===== src/rtl/cmc_pkg.sv =====
`default_nettype none

package cmc_pkg;

  // fixed field widths
  localparam int COLOR_W      = 8;
  localparam int TOLERANCE_W  = 9;
  localparam int FRAME_SIZE_W = 12;
  localparam int CENTER_W     = 11;
  localparam int CFG_INDEX_W  = 3;
  localparam int CFG_DATA_W   = 12;
  localparam int DIST_W       = 18;

  // reset values of the configuration registers
  localparam logic [COLOR_W-1:0]      RESET_TARGET_BLUE  = 8'd29;
  localparam logic [COLOR_W-1:0]      RESET_TARGET_GREEN = 8'd228;
  localparam logic [COLOR_W-1:0]      RESET_TARGET_RED   = 8'd200;
  localparam logic [TOLERANCE_W-1:0]  RESET_TOLERANCE    = 9'd80;
  localparam logic [FRAME_SIZE_W-1:0] RESET_FRAME_WIDTH  = 12'd640;
  localparam logic [FRAME_SIZE_W-1:0] RESET_FRAME_HEIGHT = 12'd480;

  typedef enum logic [CFG_INDEX_W-1:0] {
    REG_TARGET_BLUE   = 3'd0,
    REG_TARGET_GREEN  = 3'd1,
    REG_TARGET_RED    = 3'd2,
    REG_TOLERANCE     = 3'd3,
    REG_FRAME_WIDTH   = 3'd4,
    REG_FRAME_HEIGHT  = 3'd5
  } cmc_reg_t;

  typedef struct packed {
    logic [COLOR_W-1:0] pixel_blue;
    logic [COLOR_W-1:0] pixel_green;
    logic [COLOR_W-1:0] pixel_red;
  } cmc_pixel_t;

  typedef struct packed {
    logic                in_mask;
    logic                frame_done;
    logic                found;
    logic [CENTER_W-1:0] center_x;
    logic [CENTER_W-1:0] center_y;
  } cmc_result_t;

  typedef enum logic {
    ST_RUN,
    ST_DIV
  } cmc_state_t;

  // controller to datapath
  typedef struct packed {
    logic take_pixel;
    logic load_center;
  } cmc_cmd_t;

  // datapath to controller
  typedef struct packed {
    logic frame_end;
    logic div_done;
    logic out_free;
  } cmc_status_t;

endpackage

`default_nettype wire


===== src/rtl/cmc_div.sv =====
`default_nettype none

// restoring divider, one quotient bit per cycle
// needs dividend < divisor * 2**QW, which holds for a mean of values below 2**QW
module cmc_div #(
  parameter int NW = 23,
  parameter int QW = 11
) (
  input  wire logic             clk,
  input  wire logic             rst,
  input  wire logic             start,
  input  wire logic [NW+QW-1:0] dividend,
  input  wire logic [NW-1:0]    divisor,
  output logic      [QW-1:0]    quotient,
  output logic                  done
);

  localparam int SCW = $clog2(QW + 1);

  logic [NW-1:0]  rem;
  logic [QW-1:0]  low;
  logic [NW-1:0]  dvs;
  logic [SCW-1:0] step;
  logic           busy;

  logic [NW:0]    trial;
  logic [NW:0]    diff;
  logic           qbit;
  logic [QW:0]    low_shift;

  assign trial     = {rem, low[QW-1]};
  assign diff      = trial - {1'b0, dvs};
  assign qbit      = (trial >= {1'b0, dvs});
  assign low_shift = {low, qbit};
  assign quotient  = low;

  always_ff @(posedge clk) begin
    if (rst) begin
      busy <= 1'b0;
      done <= 1'b0;
      step <= '0;
    end else if (start) begin
      busy <= 1'b1;
      done <= 1'b0;
      step <= '0;
    end else if (busy) begin
      if (step == SCW'(QW - 1)) begin
        busy <= 1'b0;
        done <= 1'b1;
      end
      step <= step + SCW'(1);
    end
  end

  always_ff @(posedge clk) begin
    if (start) begin
      rem <= dividend[NW+QW-1:QW];
      low <= dividend[QW-1:0];
      dvs <= divisor;
    end else if (busy) begin
      rem <= qbit ? diff[NW-1:0] : trial[NW-1:0];
      low <= low_shift[QW-1:0];
    end
  end

endmodule

`default_nettype wire


===== src/rtl/cmc_datapath.sv =====
`default_nettype none

module cmc_datapath import cmc_pkg::*; #(
  parameter int MAX_WIDTH  = 2048,
  parameter int MAX_HEIGHT = 2048
) (
  input  wire logic                   clk,
  input  wire logic                   rst,
  input  wire logic                   cfg_valid,
  input  wire logic [CFG_INDEX_W-1:0] cfg_index,
  input  wire logic [CFG_DATA_W-1:0]  cfg_data,
  input  wire cmc_pixel_t             in_pixel,
  input  wire logic                   out_stall,
  output logic                        out_valid,
  output cmc_result_t                 out_result,
  input  wire cmc_cmd_t               cmd,
  output cmc_status_t                 status
);

  localparam int CW  = $clog2(MAX_WIDTH);
  localparam int RW  = $clog2(MAX_HEIGHT);
  localparam int NW  = $clog2(MAX_WIDTH * MAX_HEIGHT + 1);
  localparam int QW  = (CW > RW) ? CW : RW;
  localparam int DW  = NW + QW;
  localparam int WLW = ($clog2(MAX_WIDTH + 1) > FRAME_SIZE_W) ?
                       $clog2(MAX_WIDTH + 1) : FRAME_SIZE_W;
  localparam int HLW = ($clog2(MAX_HEIGHT + 1) > FRAME_SIZE_W) ?
                       $clog2(MAX_HEIGHT + 1) : FRAME_SIZE_W;
  localparam int XW  = (QW > CENTER_W) ? QW : CENTER_W;

  // configuration registers
  logic [COLOR_W-1:0]      target_blue;
  logic [COLOR_W-1:0]      target_green;
  logic [COLOR_W-1:0]      target_red;
  logic [TOLERANCE_W-1:0]  tolerance;
  logic [FRAME_SIZE_W-1:0] frame_width;
  logic [FRAME_SIZE_W-1:0] frame_height;

  always_ff @(posedge clk) begin
    if (rst) begin
      target_blue  <= RESET_TARGET_BLUE;
      target_green <= RESET_TARGET_GREEN;
      target_red   <= RESET_TARGET_RED;
      tolerance    <= RESET_TOLERANCE;
      frame_width  <= RESET_FRAME_WIDTH;
      frame_height <= RESET_FRAME_HEIGHT;
    end else if (cfg_valid) begin
      case (cfg_index)
        REG_TARGET_BLUE:  target_blue  <= cfg_data[COLOR_W-1:0];
        REG_TARGET_GREEN: target_green <= cfg_data[COLOR_W-1:0];
        REG_TARGET_RED:   target_red   <= cfg_data[COLOR_W-1:0];
        REG_TOLERANCE:    tolerance    <= cfg_data[TOLERANCE_W-1:0];
        REG_FRAME_WIDTH:  frame_width  <= cfg_data[FRAME_SIZE_W-1:0];
        REG_FRAME_HEIGHT: frame_height <= cfg_data[FRAME_SIZE_W-1:0];
        default: ;
      endcase
    end
  end

  // color distance test
  function automatic logic [2*COLOR_W-1:0] sq_diff(input logic [COLOR_W-1:0] a,
                                                   input logic [COLOR_W-1:0] b);
    logic [COLOR_W-1:0] d;
    d = (a > b) ? (a - b) : (b - a);
    return {{COLOR_W{1'b0}}, d} * {{COLOR_W{1'b0}}, d};
  endfunction

  logic [DIST_W-1:0] dist_sq;
  logic [DIST_W-1:0] tol_sq;
  logic              hit;

  assign dist_sq = DIST_W'(sq_diff(in_pixel.pixel_blue, target_blue))
                 + DIST_W'(sq_diff(in_pixel.pixel_green, target_green))
                 + DIST_W'(sq_diff(in_pixel.pixel_red, target_red));
  assign tol_sq  = {{(DIST_W-TOLERANCE_W){1'b0}}, tolerance}
                 * {{(DIST_W-TOLERANCE_W){1'b0}}, tolerance};
  assign hit     = (dist_sq < tol_sq);

  // frame geometry
  logic [WLW-1:0] fw_ext, w_eff, w_last;
  logic [HLW-1:0] fh_ext, h_eff, h_last;

  assign fw_ext = WLW'(frame_width);
  assign fh_ext = HLW'(frame_height);
  assign w_eff  = (frame_width == '0) ? WLW'(1) :
                  (fw_ext > WLW'(MAX_WIDTH)) ? WLW'(MAX_WIDTH) : fw_ext;
  assign h_eff  = (frame_height == '0) ? HLW'(1) :
                  (fh_ext > HLW'(MAX_HEIGHT)) ? HLW'(MAX_HEIGHT) : fh_ext;
  assign w_last = w_eff - WLW'(1);
  assign h_last = h_eff - HLW'(1);

  logic [CW-1:0] column_counter;
  logic [RW-1:0] row_counter;
  logic [DW-1:0] sum_of_x, sum_of_y;
  logic [NW-1:0] match_count;

  logic          row_end, frame_end;
  logic [DW-1:0] sum_of_x_next, sum_of_y_next;
  logic [NW-1:0] match_count_next;

  assign row_end   = (WLW'(column_counter) >= w_last);
  assign frame_end = row_end && (HLW'(row_counter) >= h_last);

  assign sum_of_x_next    = sum_of_x + (hit ? DW'(column_counter) : '0);
  assign sum_of_y_next    = sum_of_y + (hit ? DW'(row_counter) : '0);
  assign match_count_next = match_count + NW'(hit);

  always_ff @(posedge clk) begin
    if (rst) begin
      column_counter <= '0;
      row_counter    <= '0;
      sum_of_x       <= '0;
      sum_of_y       <= '0;
      match_count    <= '0;
    end else if (cmd.take_pixel) begin
      if (frame_end) begin
        column_counter <= '0;
        row_counter    <= '0;
        sum_of_x       <= '0;
        sum_of_y       <= '0;
        match_count    <= '0;
      end else begin
        sum_of_x    <= sum_of_x_next;
        sum_of_y    <= sum_of_y_next;
        match_count <= match_count_next;
        if (row_end) begin
          column_counter <= '0;
          row_counter    <= row_counter + RW'(1);
        end else begin
          column_counter <= column_counter + CW'(1);
        end
      end
    end
  end

  // centroid division, x and y side by side
  logic          div_start;
  logic [QW-1:0] quot_x, quot_y;
  logic          done_x, done_y;

  assign div_start = cmd.take_pixel && frame_end;

  cmc_div #(.NW(NW), .QW(QW)) u_div_x (
    .clk      (clk),
    .rst      (rst),
    .start    (div_start),
    .dividend (sum_of_x_next),
    .divisor  (match_count_next),
    .quotient (quot_x),
    .done     (done_x)
  );

  cmc_div #(.NW(NW), .QW(QW)) u_div_y (
    .clk      (clk),
    .rst      (rst),
    .start    (div_start),
    .dividend (sum_of_y_next),
    .divisor  (match_count_next),
    .quotient (quot_y),
    .done     (done_y)
  );

  // held from the frame's last pixel until its result is loaded
  logic end_mask, end_found;

  always_ff @(posedge clk) begin
    if (div_start) begin
      end_mask  <= hit;
      end_found <= (match_count_next != '0);
    end
  end

  logic [XW-1:0] quot_x_ext, quot_y_ext;

  assign quot_x_ext = XW'(quot_x);
  assign quot_y_ext = XW'(quot_y);

  // output register
  logic out_free;
  logic load_pixel;

  assign out_free   = !out_valid || !out_stall;
  assign load_pixel = cmd.take_pixel && !frame_end;

  always_ff @(posedge clk) begin
    if (rst) begin
      out_valid <= 1'b0;
    end else if (load_pixel || cmd.load_center) begin
      out_valid <= 1'b1;
    end else if (!out_stall) begin
      out_valid <= 1'b0;
    end
  end

  always_ff @(posedge clk) begin
    if (load_pixel) begin
      out_result.in_mask    <= hit;
      out_result.frame_done <= 1'b0;
      out_result.found      <= 1'b0;
      out_result.center_x   <= '0;
      out_result.center_y   <= '0;
    end else if (cmd.load_center) begin
      out_result.in_mask    <= end_mask;
      out_result.frame_done <= 1'b1;
      out_result.found      <= end_found;
      out_result.center_x   <= end_found ? quot_x_ext[CENTER_W-1:0] : '0;
      out_result.center_y   <= end_found ? quot_y_ext[CENTER_W-1:0] : '0;
    end
  end

  assign status.frame_end = frame_end;
  assign status.div_done  = done_x && done_y;
  assign status.out_free  = out_free;

endmodule

`default_nettype wire


===== src/rtl/cmc_ctrl.sv =====
`default_nettype none

module cmc_ctrl import cmc_pkg::*; (
  input  wire logic        clk,
  input  wire logic        rst,
  input  wire logic        in_valid,
  output logic             in_stall,
  input  wire cmc_status_t status,
  output cmc_cmd_t         cmd
);

  cmc_state_t state, state_next;

  always_ff @(posedge clk) begin
    if (rst) begin
      state <= ST_RUN;
    end else begin
      state <= state_next;
    end
  end

  always_comb begin
    state_next      = state;
    in_stall        = 1'b1;
    cmd.take_pixel  = 1'b0;
    cmd.load_center = 1'b0;
    case (state)
      ST_RUN: begin
        in_stall       = !status.out_free;
        cmd.take_pixel = in_valid && status.out_free;
        if (cmd.take_pixel && status.frame_end) begin
          state_next = ST_DIV;
        end
      end
      ST_DIV: begin
        if (status.div_done && status.out_free) begin
          cmd.load_center = 1'b1;
          state_next      = ST_RUN;
        end
      end
      default: begin
        state_next = ST_RUN;
      end
    endcase
  end

endmodule

`default_nettype wire


===== src/rtl/color_mask_centroid.sv =====
// color threshold and blob centroid over a raster pixel stream
//
// pixel channel (in_valid / in_stall / in_pixel): one bgr pixel per transfer,
//   raster order, frame size taken from the frame_width / frame_height registers
// result channel (out_valid / out_stall / out_result): one result per pixel,
//   carrying the mask bit; the frame's last pixel also carries found and the
//   truncated mean column and row of the matched pixels
// config channel (cfg_valid / cfg_ready / cfg_index / cfg_data): always ready,
//   write only between frames or while idle
// rate: one pixel per cycle inside a frame while out_stall is low; each result
//   is registered in the output register the cycle after its pixel transfers
// frame end: the centroid comes from two restoring dividers working side by
//   side, one quotient bit per cycle; the last pixel's result is loaded once
//   both are done and the output register is free; no pixel is taken until then
// stall: a stalled result holds; the next pixel is taken in the same cycle the
//   waiting result transfers, otherwise the pixel channel stalls
// reset (rst, synchronous): registers back to their defaults, counters and
//   sums cleared, no result pending
`default_nettype none

module color_mask_centroid import cmc_pkg::*; #(
  parameter int MAX_WIDTH  = 2048,
  parameter int MAX_HEIGHT = 2048
) (
  input  wire logic                   clk,
  input  wire logic                   rst,
  // pixel input
  input  wire logic                   in_valid,
  output logic                        in_stall,
  input  wire cmc_pixel_t             in_pixel,
  // result output
  output logic                        out_valid,
  input  wire logic                   out_stall,
  output cmc_result_t                 out_result,
  // register writes
  input  wire logic                   cfg_valid,
  output logic                        cfg_ready,
  input  wire logic [CFG_INDEX_W-1:0] cfg_index,
  input  wire logic [CFG_DATA_W-1:0]  cfg_data
);

  cmc_cmd_t    cmd;
  cmc_status_t status;

  // registers take a write in any cycle
  assign cfg_ready = 1'b1;

  // sequencing: pixel transfers, divide wait, centroid load
  cmc_ctrl u_ctrl (
    .clk      (clk),
    .rst      (rst),
    .in_valid (in_valid),
    .in_stall (in_stall),
    .status   (status),
    .cmd      (cmd)
  );

  // color test, counters, sums, dividers and output register
  cmc_datapath #(
    .MAX_WIDTH  (MAX_WIDTH),
    .MAX_HEIGHT (MAX_HEIGHT)
  ) u_datapath (
    .clk        (clk),
    .rst        (rst),
    .cfg_valid  (cfg_valid && cfg_ready),
    .cfg_index  (cfg_index),
    .cfg_data   (cfg_data),
    .in_pixel   (in_pixel),
    .out_stall  (out_stall),
    .out_valid  (out_valid),
    .out_result (out_result),
    .cmd        (cmd),
    .status     (status)
  );

endmodule

`default_nettype wire

===== config.mk =====
export PLATFORM = sky130hd
export DESIGN_NAME = color_mask_centroid
export DESIGN_NICKNAME = d
export VERILOG_FILES = /design/src/rtl/cmc_pkg.sv /design/src/rtl/cmc_div.sv /design/src/rtl/cmc_datapath.sv /design/src/rtl/cmc_ctrl.sv /design/src/rtl/color_mask_centroid.sv
export SDC_FILE = /design/constraint.sdc
export NUM_CORES = 1
export LEC_CHECK = 0
export BUFFER_PORTS_ARGS = -buffer_cell sky130_fd_sc_hd__buf_4
export CAP_MARGIN = 10
export CORE_UTILIZATION = 55
export CTS_CLUSTER_DIAMETER = 50
export DETAILED_ROUTE_END_ITERATION = 10
export PLACE_DENSITY = 0.77
export RECOVER_POWER = 50
export SLEW_MARGIN = 20
export SYNTH_ARGS = -nofsm -noshare
export SYNTH_HDL_FRONTEND = slang
export SYNTH_SLANG_ARGS = --single-unit

===== constraint.sdc =====
create_clock -name clk -period 16.71 [get_ports clk]
set_input_delay 4.1775 -clock clk [delete_from_list [all_inputs] [get_ports clk]]
set_output_delay 4.1775 -clock clk [all_outputs]
set_load 0.005 [all_outputs]

==> impl_metrics.yaml <==
status:
  status: "finished, violations left"
  failed_checks: "max-capacitance violations, max-slew violations, negative setup slack"
route:
  postRouteWirelength_um: 78700
  antenna_left: 0
  first_pass_iters: 8
  dr.first_iter.drc_count: 2027
  via_per_inst: 5.95
  num_vias: 25024
  detail_route.wl_per_cell_um: 18.7
  drc: 0
worst_setup_path:
  critPathCaptureType: "flip-flop"
  critPathArrivalTime_ps: 17420
  crit_slowest_cell: "fa_1"
  path_common_cell: "fa_1"
  critPathKind: "in -> reg"
  rr_worst_depth: 59
  setup.worst_path.start_class: "primary input"
  cpPeakStageDelay_ps: 540
  required_ps: 17000
  worstPathMaxFanout: 8
min_path:
  hp-class: "reg -> reg"
  min_path_cells: 1
die:
  placementRows: 81
  die_area_sq_um: 51200
  fp.dieW_um: 226
  ios: 72
  coreArea_sq_um: 49300
  die_h_um: 226
  start_util_pct: 56.1
clock_tree:
  cts_max_path_buffers: 3
  cts_tree: "done"
  cts_buffers: 34
  clock-sinks: 302
  cts_root_buffer: "clkbuf_16"
  cts.reportedPaths.clkPinSlew_ps: 70
  h-tree-depth: 2
  clkLatencyLatePin_ps: 540
  holdBufCountCts: 0
final_layout:
  area_delta_synth_final_pct: 21.8
  final_cell_mix: "inv_1 (364), nand2_1 (294), buf_4 (287)"
  drive_gt1_share_pct: 19.9
  final_common_cell: "inv_1"
  nNetsFinal: 4008
  antennaDiodeCount: 0
  fin_util_pct: 68.3
yosys:
  synth_edf_count: 94
  syn_nets: 3728
  ys.flop_type: "dfxtp_1"
  ys_ff_latch: 302
  synthArstFlopShare_pct: 0
  synth_warnings: 0
  ys_types: 86
  syn_area_per_cell_sq_um: 8.54
  syn_area_sq_um: 27600
  syn_inst: 3237
  synth_seq_area_share_pct: 25.3
sta:
  finalCritPeriodShare_pct: 103
  finClkSkew_ps: 30.4
  fmax_mhz: 58.4
  rsz0062_at_grt: "true"
  slew_headroom_pct: -193
  final_max_slew_viol_count: 276
  tightest_slew_ps: 4400
  hold_viol_final: 0
  setup_violations: 86
  setup_ws_ps: -420
  fin_crit_ps: 17130
placed_design:
  dpl.hpwl_um: 55800
  finalWeightedCongestion: 0.952
  port_buffers: 70
global_routing:
  grt_pass1_wl_um: 120000
  grt_pass1_vias: 24265
  grt_util_all_layers_pct: 28.8
  antenna_found_initial: 0
  grt_max_degree: 88
  overflow: 0
run:
  cap_violations: 6
==> registers in the layout, summed over array words and instances (netlist names), 23 cells and up <==
register,count
u_datapath.match_count,23
u_datapath.out_result,25
u_datapath.sum_of_x,34
u_datapath.sum_of_y,34
u_datapath.u_div_x.dvs,23
u_datapath.u_div_x.rem,23
u_datapath.u_div_y.rem,23
==> cell type report <==
| type | count | area (sq um) |
|---|---|---|
| multi-input cells | 2431 | 20300 |
| fillers | 3675 | 15600 |
| flip-flops and latches | 302 | 6990 |
| repair buffers | 369 | 2940 |
| inverters | 379 | 1430 |
| clock buffers | 50 | 1070 |
| well taps | 664 | 831 |
| clock inverters | 12 | 101 |
==> path summary, 6_finish.rpt <==
kind,from,endpoint,slack [ps]
max reg2reg,u_datapath.target_blue[1]$_SDFFE_PP0P_,u_datapath.u_div_y.rem[21]$_DFFE_PP_,2970
min,u_datapath.out_result[22]$_SDFFE_PP0P_,u_datapath.out_result[22]$_SDFFE_PP0P_,460
max,in_pixel[16],u_datapath.u_div_y.rem[21]$_DFFE_PP_,-420
min reg2reg,u_datapath.out_result[22]$_SDFFE_PP0P_,u_datapath.out_result[22]$_SDFFE_PP0P_,460
==> Yosys cell counts, drive strengths merged, types with 29 or more instances <==
master | count | area [sq um]
nor3 | 63 | 320
nand2 | 306 | 1150
o21ai | 105 | 537
ha | 286 | 3580
xor2 | 94 | 831
nand2b | 44 | 275
edfxtp | 94 | 2820
a21oi | 215 | 1080
and3 | 31 | 194
nor2b | 29 | 189
fa | 161 | 3220
o211ai | 40 | 300
nor2 | 246 | 923
or3 | 29 | 188
inv | 379 | 1420
nand3 | 118 | 591
xnor2 | 118 | 1030
clkbuf | 101 | 379
a21o | 47 | 353
nand4 | 38 | 238
and2 | 78 | 488
dfxtp | 208 | 4160
mux2i | 47 | 470
a31oi | 41 | 257
==> timing repair <==
action / CTS / global route
cloned: 1 / 0
gates resized for setup: 36 / 293
setup endpoints to repair: 93 / 142
buffers inserted: 11 / 45
pin swaps: 24 / 117
==> kinds of logic after synthesis <==
family                     after synthesis  share of synthesized area (%)
DFF                                    302                           25.3
other                                    1                         0.0136
buffers and inverters                  505                           7.06
xor gates and xnor gates               212                           6.75
adders and majority gates              447                           24.6
and+or+nand+nor                       1051                           18.3
muxes                                   61                           2.29
AOI/OAI and AO/OA                      658                           15.7
==> critical path: cells and delay by family <==
family,cells,cell delay (ps)
XOR/XNOR,4,630
multiplexers,1,320
buffers and inverters,15,1290
adder cells (fa/ha/maj),17,6800
AO/OA/AOI/OAI,18,3400
AND/OR/NAND/NOR,7,750
==> metal layers <==
layer / track usage [%] / vias to the layer above / part of all wire [%]
met5: 0 / - / 0
met4: 9.76 / 0 / 3.9
met3: 4.02 / 215 / 7.5
met2: 48.8 / 1012 / 48
met1: 37.6 / 12109 / 40
li1: - / 11688 / -
==> through the flow <==
step                      hold WS, ps  setup TNS [ps]  cell area, sq um  instances  setup slack, ps
after floorplan                   435           -92.3             27900       3237            -92.3
after global placement            436          -49880             30600       4096             -806
after detailed placement          448          -83420             30600       4096             -984
after CTS                         460            -413             32100       4170             -121
after global routing              485          -68290             33700       4207             -865
final                             462          -16820             33700       4207             -420
Power is left out: the tool's default activity adds up to more than one toggle a clock period on the data nets, which glitch-free logic cannot reach.
